$ cat config.mk
export PLATFORM = sky130hd
export DESIGN_NAME = fsh_front
export DESIGN_NICKNAME = d
export VERILOG_FILES = /design/src/rtl/core/fsh_pkg.sv /design/src/rtl/core/fsh_front.sv
export SDC_FILE = /design/constraint.sdc
export NUM_CORES = 1
export LEC_CHECK = 0
export BUFFER_PORTS_ARGS = -buffer_cell sky130_fd_sc_hd__buf_2
export CAP_MARGIN = 20
export CELL_PAD_IN_SITES_DETAIL_PLACEMENT = 0
export CELL_PAD_IN_SITES_GLOBAL_PLACEMENT = 1
export CORE_MARGIN = 2
export CORE_UTILIZATION = 32
export DETAILED_ROUTE_END_ITERATION = 7
export PLACE_DENSITY = 0.87
export RECOVER_POWER = 25
export SLEW_MARGIN = 20
export SYNTH_ARGS = -nofsm -noshare
export SYNTH_HDL_FRONTEND = slang
export SYNTH_SLANG_ARGS = --single-unit
$ cat constraint.sdc
create_clock -name vclk -period 5.3
set_clock_uncertainty 0.05 [all_clocks]
set_input_delay 0.795 -clock vclk [all_inputs]
set_output_delay 0.795 -clock vclk [all_outputs]
set_load 0.02 [all_outputs]
$ cat src/rtl/core/fsh_pkg.sv
`timescale 1ns / 1ps
package fsh_pkg;

  localparam logic [1:0] CFG_MAX_LIN  = 2'd0;
  localparam logic [1:0] CFG_MAX_TURN = 2'd1;
  localparam logic [1:0] CFG_MIN_TURN = 2'd2;

  localparam logic signed [35:0] PI_Q30     = 36'sd3373259426;
  localparam logic signed [35:0] TWO_PI_Q30 = 36'sd6746518852;
  localparam logic signed [35:0] KINV_Q30   = 36'sd652032874;
  localparam logic signed [35:0] LOG2E_Q16  = 36'sd94548;
  localparam logic [14:0] HALF_PI_Q13  = 15'd12868;
  localparam logic [14:0] SAT_EDGE_Q13 = 15'd1229;
  localparam logic [16:0] MIN_TURN_EPS = 17'd41;
  localparam logic signed [17:0] GAIN_BIAS = 18'sd10240;
  localparam logic [17:0] POLY_SEED = 18'd87;
  localparam logic [15:0] RECIP3 = 16'd43691;

  typedef struct packed {
    logic signed [31:0] robot_x;
    logic signed [31:0] robot_y;
    logic signed [15:0] robot_heading;
    logic signed [31:0] target_x;
    logic signed [31:0] target_y;
  } pose_t;

  typedef struct packed {
    logic [14:0]        linear_cmd;
    logic signed [15:0] angular_cmd;
    logic               at_target;
  } cmd_t;

  typedef struct packed {
    logic signed [32:0] dx;
    logic signed [32:0] dy;
    logic signed [15:0] heading;
    logic               near;
  } job_t;

  typedef struct packed {
    logic [14:0] max_lin;
    logic [14:0] max_turn;
    logic [14:0] min_turn;
  } cfg_t;

  function automatic logic signed [35:0] atan_q30(input logic [4:0] idx);
    logic signed [35:0] v;
    case (idx)
      5'd0:  v = 36'sd843314857;
      5'd1:  v = 36'sd497837829;
      5'd2:  v = 36'sd263043837;
      5'd3:  v = 36'sd133525159;
      5'd4:  v = 36'sd67021687;
      5'd5:  v = 36'sd33543516;
      5'd6:  v = 36'sd16775851;
      5'd7:  v = 36'sd8388437;
      5'd8:  v = 36'sd4194283;
      5'd9:  v = 36'sd2097149;
      5'd10: v = 36'sd1048576;
      5'd11: v = 36'sd524288;
      5'd12: v = 36'sd262144;
      5'd13: v = 36'sd131072;
      5'd14: v = 36'sd65536;
      5'd15: v = 36'sd32768;
      5'd16: v = 36'sd16384;
      5'd17: v = 36'sd8192;
      5'd18: v = 36'sd4096;
      5'd19: v = 36'sd2048;
      5'd20: v = 36'sd1024;
      5'd21: v = 36'sd512;
      5'd22: v = 36'sd256;
      5'd23: v = 36'sd128;
      default: v = '0;
    endcase
    return v;
  endfunction

  // horner coefficients of 2^f, highest order seeded separately
  function automatic logic [17:0] poly_coef(input logic [2:0] idx);
    logic [17:0] v;
    case (idx)
      3'd0: v = 18'd630;
      3'd1: v = 18'd3638;
      3'd2: v = 18'd15743;
      3'd3: v = 18'd45426;
      3'd4: v = 18'd65536;
      default: v = '0;
    endcase
    return v;
  endfunction

endpackage

$ cat src/rtl/core/fsh_front.sv
`timescale 1ns / 1ps
module fsh_front (
  input  logic           pose_valid,
  output logic           pose_ready,
  input  fsh_pkg::pose_t pose,
  input  logic           q_full,
  output logic           push,
  output fsh_pkg::job_t  job
);

  logic signed [32:0] dx;
  logic signed [32:0] dy;

  always_comb begin
    dx = {pose.target_x[31], pose.target_x} - {pose.robot_x[31], pose.robot_x};
    dy = {pose.target_y[31], pose.target_y} - {pose.robot_y[31], pose.robot_y};
    job.dx = dx;
    job.dy = dy;
    job.heading = pose.robot_heading;
    // only offsets under one meter on both axes can be close
    job.near = (dx > -33'sd65536) && (dx < 33'sd65536) &&
               (dy > -33'sd65536) && (dy < 33'sd65536);
    pose_ready = !q_full;
    push = pose_valid && !q_full;
  end

endmodule

Word-level counts from Yosys, hierarchy flattened
Index checks and enable logic that the tools add are counted.
- reduce and logical (&&, ||, !) cells: 5
- $lt $le $gt $ge: 4
- $add $sub $neg: 2
- operator list (operator ; number):
    33-bit by 17-bit greater-than comparator with 1-bit output (second input constant) ; 2
    33-bit by 18-bit < comparator with 1-bit output (second input constant) ; 2
    32-bit by 32-bit subtractor with 33-bit output ; 2
    1-bit logical AND ; 4
    1-bit logical NOT ; 1
- output and inout port bits: 85
- register bits after elaboration: 0
- input port bits: 146

Longest topological paths before layout
- depth in word-level cells: 5
- depth in mapped cells: 15

Worst setup path after synthesis
No wires, ideal clock.
- path type: input to output
- start point: input pose[116] in the netlist's numbering
- end point: output job[0] in the netlist's numbering
- setup slack: 0.408 ns
- stages: 13
- data required time: 4.455 ns
- arrival: 4.047 ns
- cells stage by stage: inv_1 ha_1 a21o_2 a31oi_1 a31o_1 a211o_1 a21o_1 nand2_1 o311ai_0 and2_1 nand4_1 a2111oi_0 o2bb2a_1
- RTL lines (element ; RTL line ; text):
    from (decl) ; fsh_front.sv:5 ; input fsh_pkg::pose_t pose,
    to (decl) ; fsh_front.sv:8 ; output fsh_pkg::job_t job

==> impl_metrics.toml <==
[timing]
fmax_mhz = 200
drv_slew = 0
worst_slew_pin_slew_ps = 454
worst_slew_margin_rel = 0.693
rsz0062_at_grt = "false"
period_share = 0.944
fin_setup_tns_ps = 0
fin_crit_ps = 5000
finalSetupViolCount = 0
hold_viol = 0
fin_hold_ws_ps = 1540

[grt]
grt-ovfl-total = 0
grt_max_degree = 13
grt_pass1_vias = 4972
antenna_found_initial = 5
gr-usage-all-layers = 0.183
grt_pass1_wl_um = 22700

[final_layout]
final_common_cell = "buf_2"
layoutNonFillerInstCount = 1010
fillCellCount = 1505
final_cell_mix = "buf_2 (194), inv_1 (93), ha_1 (64)"
nNetsFinal = 1046
nClkBuffers = 0
final_area_mm2 = 0.00547
sequential_cell_total = 0
regArea_um2 = 0
layout-drive-gt1-share = 0.256
area_delta_synth_final_pct = 24.5

[pwr]
power_switching_mw = 0.555
p_total_mw = 0.894
sequentialPowerShare = 0
combPwrFrac = 1.000
p_clk_frac = 0
swShare = 0.621
peakVddDrop_mv = 0.0989
total_leakage_power_nw = 2.95
powerDensity_mw_per_mm2 = 163
p_int_mw = 0.339

[critical_path]
crit_fanout = 7
end_kind = "output pin"
arrival_ps = 4160
required_ps = 4450
criticalPathCategory = "primary input to output pin"
critPathLaunchType = "primary input"

[placed_design]
dp.cells = 1008
post-dp-hpwl_um = 12400
post_dp_cell_area_mm2 = 0.00546
place.port_buffers = 199
gp_congestion = 0.891

[routing]
wl_per_cell_um = 14.0
drt-total-wl_um = 14200
vias = 5351
firstDrtPassIters = 5
drtIter0Drc = 227
final_antenna_net_count = 0
vias_per_cell = 5.30
drc = 0

[clock_network]
post_cts.repair.setup_buffers = 0
postCtsHoldBufs = 0

[floorplanning]
num_io_pins = 231
die_width_um = 121
start_util = 0.329
die_h_um = 121
core_mm2 = 0.0133
die-area_mm2 = 0.0147
rows = 42

[synthesis]
yosysSeqAreaShare = 0
synth_nets = 872
yosysWarnings = 0
synth.distinct_cells = 75
netlist_instances = 660
syn_area_per_cell_um2 = 6.66
synth.cell_area_mm2 = 0.00439

[worst_hold_path]
hold_path.class = "primary input to output pin"
min_path_cells = 0

[flow_run]
cap_violations = 0

[status]
outcome = "finished clean"
-- Yosys cell counts, drive strengths merged, types with 4 or more instances --
master,number,area (um^2)
a2111oi,5,50.0
a21boi,8,71.3
a21o,30,226
a21oi,59,299
a221oi,4,41.3
a311oi,4,35.0
a31o,4,35.0
a31oi,10,62.6
and2,7,43.8
and3,13,81.3
and4,8,70.1
buf,20,146
clkbuf,14,52.6
ha,64,801
inv,93,349
nand2,51,191
nand2b,4,25.0
nand3,9,45.0
nand4,15,93.8
nand4b,4,35.0
nor2,38,143
nor2b,12,75.1
nor3,17,90.1
nor4,6,37.5
o2111ai,7,61.3
o211ai,5,37.5
o21a,9,67.6
o21ai,33,169
o21bai,7,52.6
xnor2,32,280
xor2,17,149
-- per-stage QoR --
step | utilization | setup slack (ps)
after floorplan | - | 408
after global placement | 0.409 | 241
after detailed placement | 0.409 | 146
after CTS | 0.409 | 130
after global routing | 0.410 | 9.21
final | 0.410 | 297
-- power groups by stage --
stage          Sequential, mW  Combinational [mW]    Clock [mW]
2_1_floorplan               0               0.623             0
3_3_place_gp                0               0.888             0
3_5_place_dp                0               0.887             0
4_1_cts                     0               0.892             0
5_1_grt                     0               0.978  0.0000000252
6_report                    0               0.894  0.0000000505
-- worst max-delay path, cell delays in order --
cell and delay [ps]:
buf_2 100, ha_1 380, a21oi_1 290, o21bai_1 140, a311oi_1 350, buf_4 190, a21oi_1 100, and3_1 220
a2111oi_2 430, nand2_1 90, nor4_1 240, nand4b_1 120, or3_1 300, o2bb2a_1 230, buf_2 160
-- cells by family (layout without fill, tap and decap cells) --
kind of cell / count (synthesis) / in the layout / synth area share
and+or+nand+nor: 201 / 201 / 0.244
buffers and inverters: 127 / 299 / 0.125
AOI/OAI and AO/OA: 214 / 214 / 0.335
xor gates and xnor gates: 49 / 49 / 0.0977
muxes: 3 / 3 / 0.00683
adders and majority gates: 66 / 66 / 0.191
other: 0 / 2 / 0
-- worst paths after layout --
path | start | end
setup / recovery | pose[9] | job[0]
hold / removal | pose[72] | job[9]
-- layer usage --
layer / vias up / global-route usage / wire length, um
met5: - / 0 / 42
met4: 6 / 0.0330 / 273
met3: 33 / 0.0310 / 1090
met2: 198 / 0.328 / 6650
met1: 2387 / 0.232 / 6120
li1: 2727 / - / -
-- final cells by class --
cell class	instances	area, um^2	area share
Multi-Input combinational cell	533	3850	0.704
Inverter	93	349	0.0638
Tap cell	176	220	0.0403
Antenna cell	2	5.00	0.000915
Timing Repair Buffer	206	1040	0.191
-- timing repair --
action	4_1_cts	5_1_grt
hold endpoints to repair	0	0
endpoints found under the setup margin	0	1
gates resized for setup	0	3
Power figures use the tool's default switching activity.
