===== src/rtl/core/fsh_pkg.sv =====
`timescale 1ns / 1ps
package fsh_pkg;

  localparam logic [1:0] CFG_MAX_LIN  = 2'd0;
  localparam logic [1:0] CFG_MAX_TURN = 2'd1;
  localparam logic [1:0] CFG_MIN_TURN = 2'd2;

  localparam logic signed [35:0] PI_Q30     = 36'sd3373259426;
  localparam logic signed [35:0] TWO_PI_Q30 = 36'sd6746518852;
  localparam logic signed [35:0] KINV_Q30   = 36'sd652032874;
  localparam logic signed [35:0] LOG2E_Q16  = 36'sd94548;
  localparam logic [14:0] HALF_PI_Q13  = 15'd12868;
  localparam logic [14:0] SAT_EDGE_Q13 = 15'd1229;
  localparam logic [16:0] MIN_TURN_EPS = 17'd41;
  localparam logic signed [17:0] GAIN_BIAS = 18'sd10240;
  localparam logic [17:0] POLY_SEED = 18'd87;
  localparam logic [15:0] RECIP3 = 16'd43691;

  typedef struct packed {
    logic signed [31:0] robot_x;
    logic signed [31:0] robot_y;
    logic signed [15:0] robot_heading;
    logic signed [31:0] target_x;
    logic signed [31:0] target_y;
  } pose_t;

  typedef struct packed {
    logic [14:0]        linear_cmd;
    logic signed [15:0] angular_cmd;
    logic               at_target;
  } cmd_t;

  typedef struct packed {
    logic signed [32:0] dx;
    logic signed [32:0] dy;
    logic signed [15:0] heading;
    logic               near;
  } job_t;

  typedef struct packed {
    logic [14:0] max_lin;
    logic [14:0] max_turn;
    logic [14:0] min_turn;
  } cfg_t;

  function automatic logic signed [35:0] atan_q30(input logic [4:0] idx);
    logic signed [35:0] v;
    case (idx)
      5'd0:  v = 36'sd843314857;
      5'd1:  v = 36'sd497837829;
      5'd2:  v = 36'sd263043837;
      5'd3:  v = 36'sd133525159;
      5'd4:  v = 36'sd67021687;
      5'd5:  v = 36'sd33543516;
      5'd6:  v = 36'sd16775851;
      5'd7:  v = 36'sd8388437;
      5'd8:  v = 36'sd4194283;
      5'd9:  v = 36'sd2097149;
      5'd10: v = 36'sd1048576;
      5'd11: v = 36'sd524288;
      5'd12: v = 36'sd262144;
      5'd13: v = 36'sd131072;
      5'd14: v = 36'sd65536;
      5'd15: v = 36'sd32768;
      5'd16: v = 36'sd16384;
      5'd17: v = 36'sd8192;
      5'd18: v = 36'sd4096;
      5'd19: v = 36'sd2048;
      5'd20: v = 36'sd1024;
      5'd21: v = 36'sd512;
      5'd22: v = 36'sd256;
      5'd23: v = 36'sd128;
      default: v = '0;
    endcase
    return v;
  endfunction

  // horner coefficients of 2^f, highest order seeded separately
  function automatic logic [17:0] poly_coef(input logic [2:0] idx);
    logic [17:0] v;
    case (idx)
      3'd0: v = 18'd630;
      3'd1: v = 18'd3638;
      3'd2: v = 18'd15743;
      3'd3: v = 18'd45426;
      3'd4: v = 18'd65536;
      default: v = '0;
    endcase
    return v;
  endfunction

endpackage


===== src/rtl/core/fsh_queue.sv =====
`timescale 1ns / 1ps
module fsh_queue (
  input  logic          clk,
  input  logic          rst,
  input  logic          push,
  input  fsh_pkg::job_t push_job,
  output logic          full,
  input  logic          pop,
  output logic          head_valid,
  output fsh_pkg::job_t head
);

  localparam int DEPTH = 2;

  fsh_pkg::job_t mem [DEPTH];
  logic       wp;
  logic       rp;
  logic [1:0] cnt;

  assign full = (cnt == 2'(DEPTH));
  assign head_valid = (cnt != 2'd0);
  assign head = mem[rp];

  always_ff @(posedge clk) begin
    if (push) begin
      mem[wp] <= push_job;
    end
  end

  always_ff @(posedge clk) begin
    if (rst) begin
      wp <= 1'b0;
      rp <= 1'b0;
      cnt <= 2'd0;
    end else begin
      if (push) wp <= ~wp;
      if (pop) rp <= ~rp;
      if (push && !pop) cnt <= cnt + 2'd1;
      else if (pop && !push) cnt <= cnt - 2'd1;
    end
  end

endmodule


===== config.mk =====
export PLATFORM = sky130hd
export DESIGN_NAME = fsh_queue
export DESIGN_NICKNAME = d
export VERILOG_FILES = /design/src/rtl/core/fsh_pkg.sv /design/src/rtl/core/fsh_queue.sv
export SDC_FILE = /design/constraint.sdc
export NUM_CORES = 1
export LEC_CHECK = 0
export BUFFER_PORTS_ARGS = -buffer_cell sky130_fd_sc_hd__buf_2
export CAP_MARGIN = 20
export CORE_MARGIN = 1.5
export CORE_UTILIZATION = 45
export DETAILED_ROUTE_END_ITERATION = 12
export GPL_ROUTABILITY_DRIVEN = 0
export GPL_TIMING_DRIVEN = 0
export PLACE_DENSITY = 0.78
export SLEW_MARGIN = 20
export SYNTH_ARGS = -nofsm -noshare
export SYNTH_HDL_FRONTEND = slang
export SYNTH_SLANG_ARGS = --single-unit

===== constraint.sdc =====
create_clock -name clk -period 4.75 [get_ports clk]
set_clock_uncertainty 0.05 [all_clocks]
set_input_delay 0.7125 -clock clk [delete_from_list [all_inputs] [get_ports clk]]
set_output_delay 0.7125 -clock clk [all_outputs]
set_load 0.02 [all_outputs]

Yosys cells after proc, flatten, opt, wreduce, memory -nomap -nowiden
Memory sizes are Yosys's and may differ from the RTL's. A register that Yosys moved wholly into a read port is not among the register bits.
Index checks and enable logic that the tools add are counted.
W data, S select, Z words.
{"block": "totals", "output_inout_bits": 85, "n_memories": 1, "elab_cells": 21, "ram_bits": 166, "latchBits": 0, "reg_bits": 4, "input_bits": 87, "mem_bits_ro": 0}
{"name": "mem", "words": 2, "width": 83, "read_ports": 1, "rd_ports_with_merged_regs": 1, "wr": 1, "line_no": "fsh_queue.sv:15", "rtl": "fsh_pkg::job_t mem [DEPTH];"}
{"block": "classes", "n_div": 0, "bitwise_logic": 2, "n_mul": 0, "n_shift": 0, "n_addsub": 2, "muxes": 6, "magnitude_cmp": 0, "n_reduce_logical": 6, "n_eq_ne": 1}
{"operator": "$mux W1", "count": 4}
{"operator": "$mux W2", "count": 2}
{"operator": "$reduce_bool A2 Y1", "count": 2}
{"operator": "$add A2 B1 Y2 const B", "count": 1}
{"operator": "$eq A2 B2 Y1 const B", "count": 1}
{"operator": "$logic_and A1 B1 Y1", "count": 2}
{"operator": "$logic_not A1 Y1", "count": 2}
{"operator": "$not A1 Y1", "count": 2}
{"operator": "$sub A2 B1 Y2 const B", "count": 1}

Depth between registers and ports, before layout
{"block": "logic_depth", "ltp_word": 4, "depth_mapped": 5, "ltp_nobuf": 5}

Worst setup path before layout
OpenSTA, ideal clock, no wires.
{"block": "synth_timing", "path_type": "in2reg", "startpoint": "in push", "endpoint": "mem mem[0][0] in the netlist's numbering (enable)", "path_slack_ns": -0.173, "arrival_time_ns": 4.339, "setup_time_ns": 0.535, "stages": 1, "n_path_buf": 0, "required_time_ns": 4.165, "cell_sequence": "nor2b_1"}
{"block": "synth_via", "elab_chain_cells": 2}
{"item": "from (decl)", "line_no": "fsh_queue.sv:5", "rtl": "input logic push,"}
{"item": "$mux W1", "line_no": "fsh_queue.sv:25", "rtl": "if (push) begin"}
{"item": "$mux W1 (not written as such)", "line_no": "fsh_queue.sv:26", "rtl": "mem[wp] <= push_job;"}
{"item": "to (decl)", "line_no": "fsh_queue.sv:15"}
No other way between the ends.

==> flow_summary.toml <==
[setup_path]
critPathMaxFanout = 10
path_class = "flip-flop to primary output"
crit_required_ns = 3.99
r2r-end = "mem[1][60]$_DFFE_PP_"
worst_r2r_startpoint = "wp$_SDFFE_PP0P_"
ff2ff_setup_slack_ns = 3.06
number_of_cells_on_the_worst_reg_to_reg_path = 2
critical_path.endpoint_type = "primary output"
critPathLaunchType = "flip-flop"
cp.arrival_ns = 1.66

[clock_tree]
cts-htree-levels = 4
clock_path_buffers = 2
number_of_clock_buffers_inserted_by_tritoncts = 17
tritoncts_num_sinks = 171
cts_resized = 0
clkLatencyLatePin_ns = 0.41
cts_tree = "done"
post-cts-setup-buffers = 0
clock_edge_transition_at_the_registers_on_the_reported_setup_and_hold_paths_ns = 0.06
cts-hold-fix-buffers = 0
ctsRootBufferMaster = "clkbuf_16"

[synthesis]
async_flop_share_pct = 0
synth-seq-area-share_pct = 81.74
synth_flop_cell = "edfxtp_1"
ys_top_cells_by_area = "edfxtp_1 (80%), mux2_2 (15%), dfxtp_1 (1.6%)"
yosys.cell_count.top_type = "edfxtp_1"
syn_area_per_cell_um2 = 22.22
synth-warning-count = 0
synthDominantAreaCellType = "edfxtp_1"
synth.lib_cells_used.distinct = 18
synthDominantCellAreaShare_pct = 80.13
synth_edf_count = 166
syn_nets = 368
synth-seq-cells = 171
post_synthesis_instance_total = 280
netlist_area_um2 = 6221
synth.top_cells.by_count = "edfxtp_1 (166), mux2_2 (83), buf_6 (7)"

[grt]
grt.busiest_layer = "met2"
maximum_number_of_pins_on_one_net_before_global_route_repair = 47
grt_overflow = 0
globalRouteMet2Util_pct = 25.96
groute.usage.overall_pct = 15.10
m3_gr_usage_pct = 5.283
grt_antenna_before_repair = 0
gr-usage-met1_pct = 17.05
first_pass_grt_wire_length_um = 16270
via_count_of_the_first_global_routing_pass = 3313

[detailed_routing]
postRouteWirelength_um = 10740
drtPass1Iterations = 4
post_drt_wl_per_cell_um = 16.19
drt-initial-drc-count = 116
drtAntennaViolNets = 0
route.detailed.drc = 0
routed-via-count = 3208
via_per_inst = 4.839

[worst_hold_path]
hold_path.class = "input pin to flip-flop"
hold-path-endpoint = "mem[0][4]$_DFFE_PP_"
min-delay-start = "push_job[4]"
hold_path_depth = 1

[power]
cellInternalPower_mw = 2.840
sequentialPowerShare_pct = 49.2
combinational_fraction_of_design_power_pct = 12.3
powerDensity_nw_per_um2 = 452.0
clock_power_share_pct = 38.5
power_switching_mw = 0.7793
maximum_resistive_drop_on_vdd_uv = 247.2
switching_share_pct = 21.53
power.leakage_nw = 3.037

[timing]
worst-slew-pin-transition_ns = 0.5797
number_of_hold_slack_violations_in_the_final_timing_report = 0
setup_viol_count_final = 0
unrepaired_setup_endpoints_after_global_routing = "no"
final_min_period_over_clock_period_pct = 50.98
fin_crit_ns = 2.422
max_freq_mhz = 412.9
slew_violations = 0
timing.slew.headroom_pct = 61.35
final_sum_of_negative_setup_slack_ns = 0

[outcome]
outcome = "finished, final reports clean"

[layout]
drive_above_1_share_pct = 60.99
final_area_um2 = 8008
antennaDiodeCount = 0
flow.area_growth_from_synthesis_pct = 28.72
seqCellArea_um2 = 5085
n_fill_cell = 1064
num-nets-final = 562
multiInputGateArea_um2 = 1051

[placed_design]
buffer_ports.inserted = 171
detailed_place.area_um2 = 7402
detailed_place_hpwl_um = 7337

[floorplan]
io-pin-count = 172
floorplan.die.height_um = 120.6
fp.dieArea_um2 = 14540
placement_rows = 42
coreArea_um2 = 13350
initial_core_util_pct = 46.61
fp.dieW_um = 120.6

[run]
max-cap-violations = 0
==> sequential cells by signal, summed over array words and instances, names as in the netlist, named ones only <==
register and count:
cnt 2, mem 166, rp 1, wp 1
==> how the worst max path moves through the flow <==
stage | cells after the start | to | from
CTS | 4 | head[66] | flip-flop
global placement | 2 | mem[0][37]$_DFFE_PP_ | push
global route | 4 | head[62] | flip-flop
floorplan | 1 | mem[0][0]$_DFFE_PP_ | push
detailed placement | 4 | mem[0][61]$_DFFE_PP_ | push
finish | 4 | head[66] | flip-flop
==> logic make-up after synthesis <==
family          share of synthesized area, %
compound gates                        0.1607
xor+xnor                              0.5633
fa+ha+maj                             0.2011
buf+inv                                1.529
flops                                  81.74
mux                                    15.02
simple gates                          0.7846
==> layout make-up <==
cell class | count | share of cell area, %
plain buffers | 9 | 1.141
clock buffers | 24 | 5.766
clock inverters | 8 | 1.797
inverters | 1 | 0.04688
multi-input cells | 99 | 13.13
flip-flops and latches | 171 | 63.50
well taps | 176 | 2.750
repair buffers | 175 | 11.88
==> power by group through the flow <==
stage	clock, mW	combinational (mW)	sequential, mW
floorplan	0	0.279	1.81
global placement	0	0.427	1.82
detailed placement	0	0.450	1.81
CTS	1.43	0.452	1.78
global route	1.49	0.475	1.79
finish	1.40	0.444	1.78
==> layer usage <==
| layer | wire, um | share of wire [%] | up-vias |
|---|---|---|---|
| li1 | - | - | 1500 |
| met1 | 4249 | 40 | 1566 |
| met2 | 5491 | 51 | 123 |
| met3 | 786 | 7.3 | 19 |
| met4 | 208 | 1.9 | 0 |
| met5 | 0 | 0 | - |
==> critical path: stages, from the launching register on <==
cell and delay, ns:
dfxtp_1 0.32, buf_4 0.23, buf_6 0.19, mux2_2 0.35, buf_2 0.16
==> cells in the final DEF, fill, tap and decap left out, types with 3 or more instances in the layout <==
| cell | instances |
|---|---|
| buf_6 | 7 |
| nor2_1 | 4 |
| clkbuf_1 | 6 |
| edfxtp_1 | 166 |
| buf_2 | 172 |
| bufinv_16 | 4 |
| clkbuf_16 | 17 |
| dfxtp_1 | 5 |
| mux2_2 | 83 |
| clkinv_2 | 3 |
==> stage by stage <==
step                      utilization (%)  hold WS, ns  setup WS, ns  power, mW  instances
final                               59.99       0.4352         2.328      3.620        663
after detailed placement            55.46       0.4495         2.604      2.263        631
after global routing                59.99       0.4150         2.238      3.754        663
after floorplan                         -       0.4064         1.382      2.091        280
after global placement              54.69       0.4305       0.07712      2.244        627
after CTS                           59.99       0.4123         2.281      3.668        663
(Power assumes the default switching activity.)
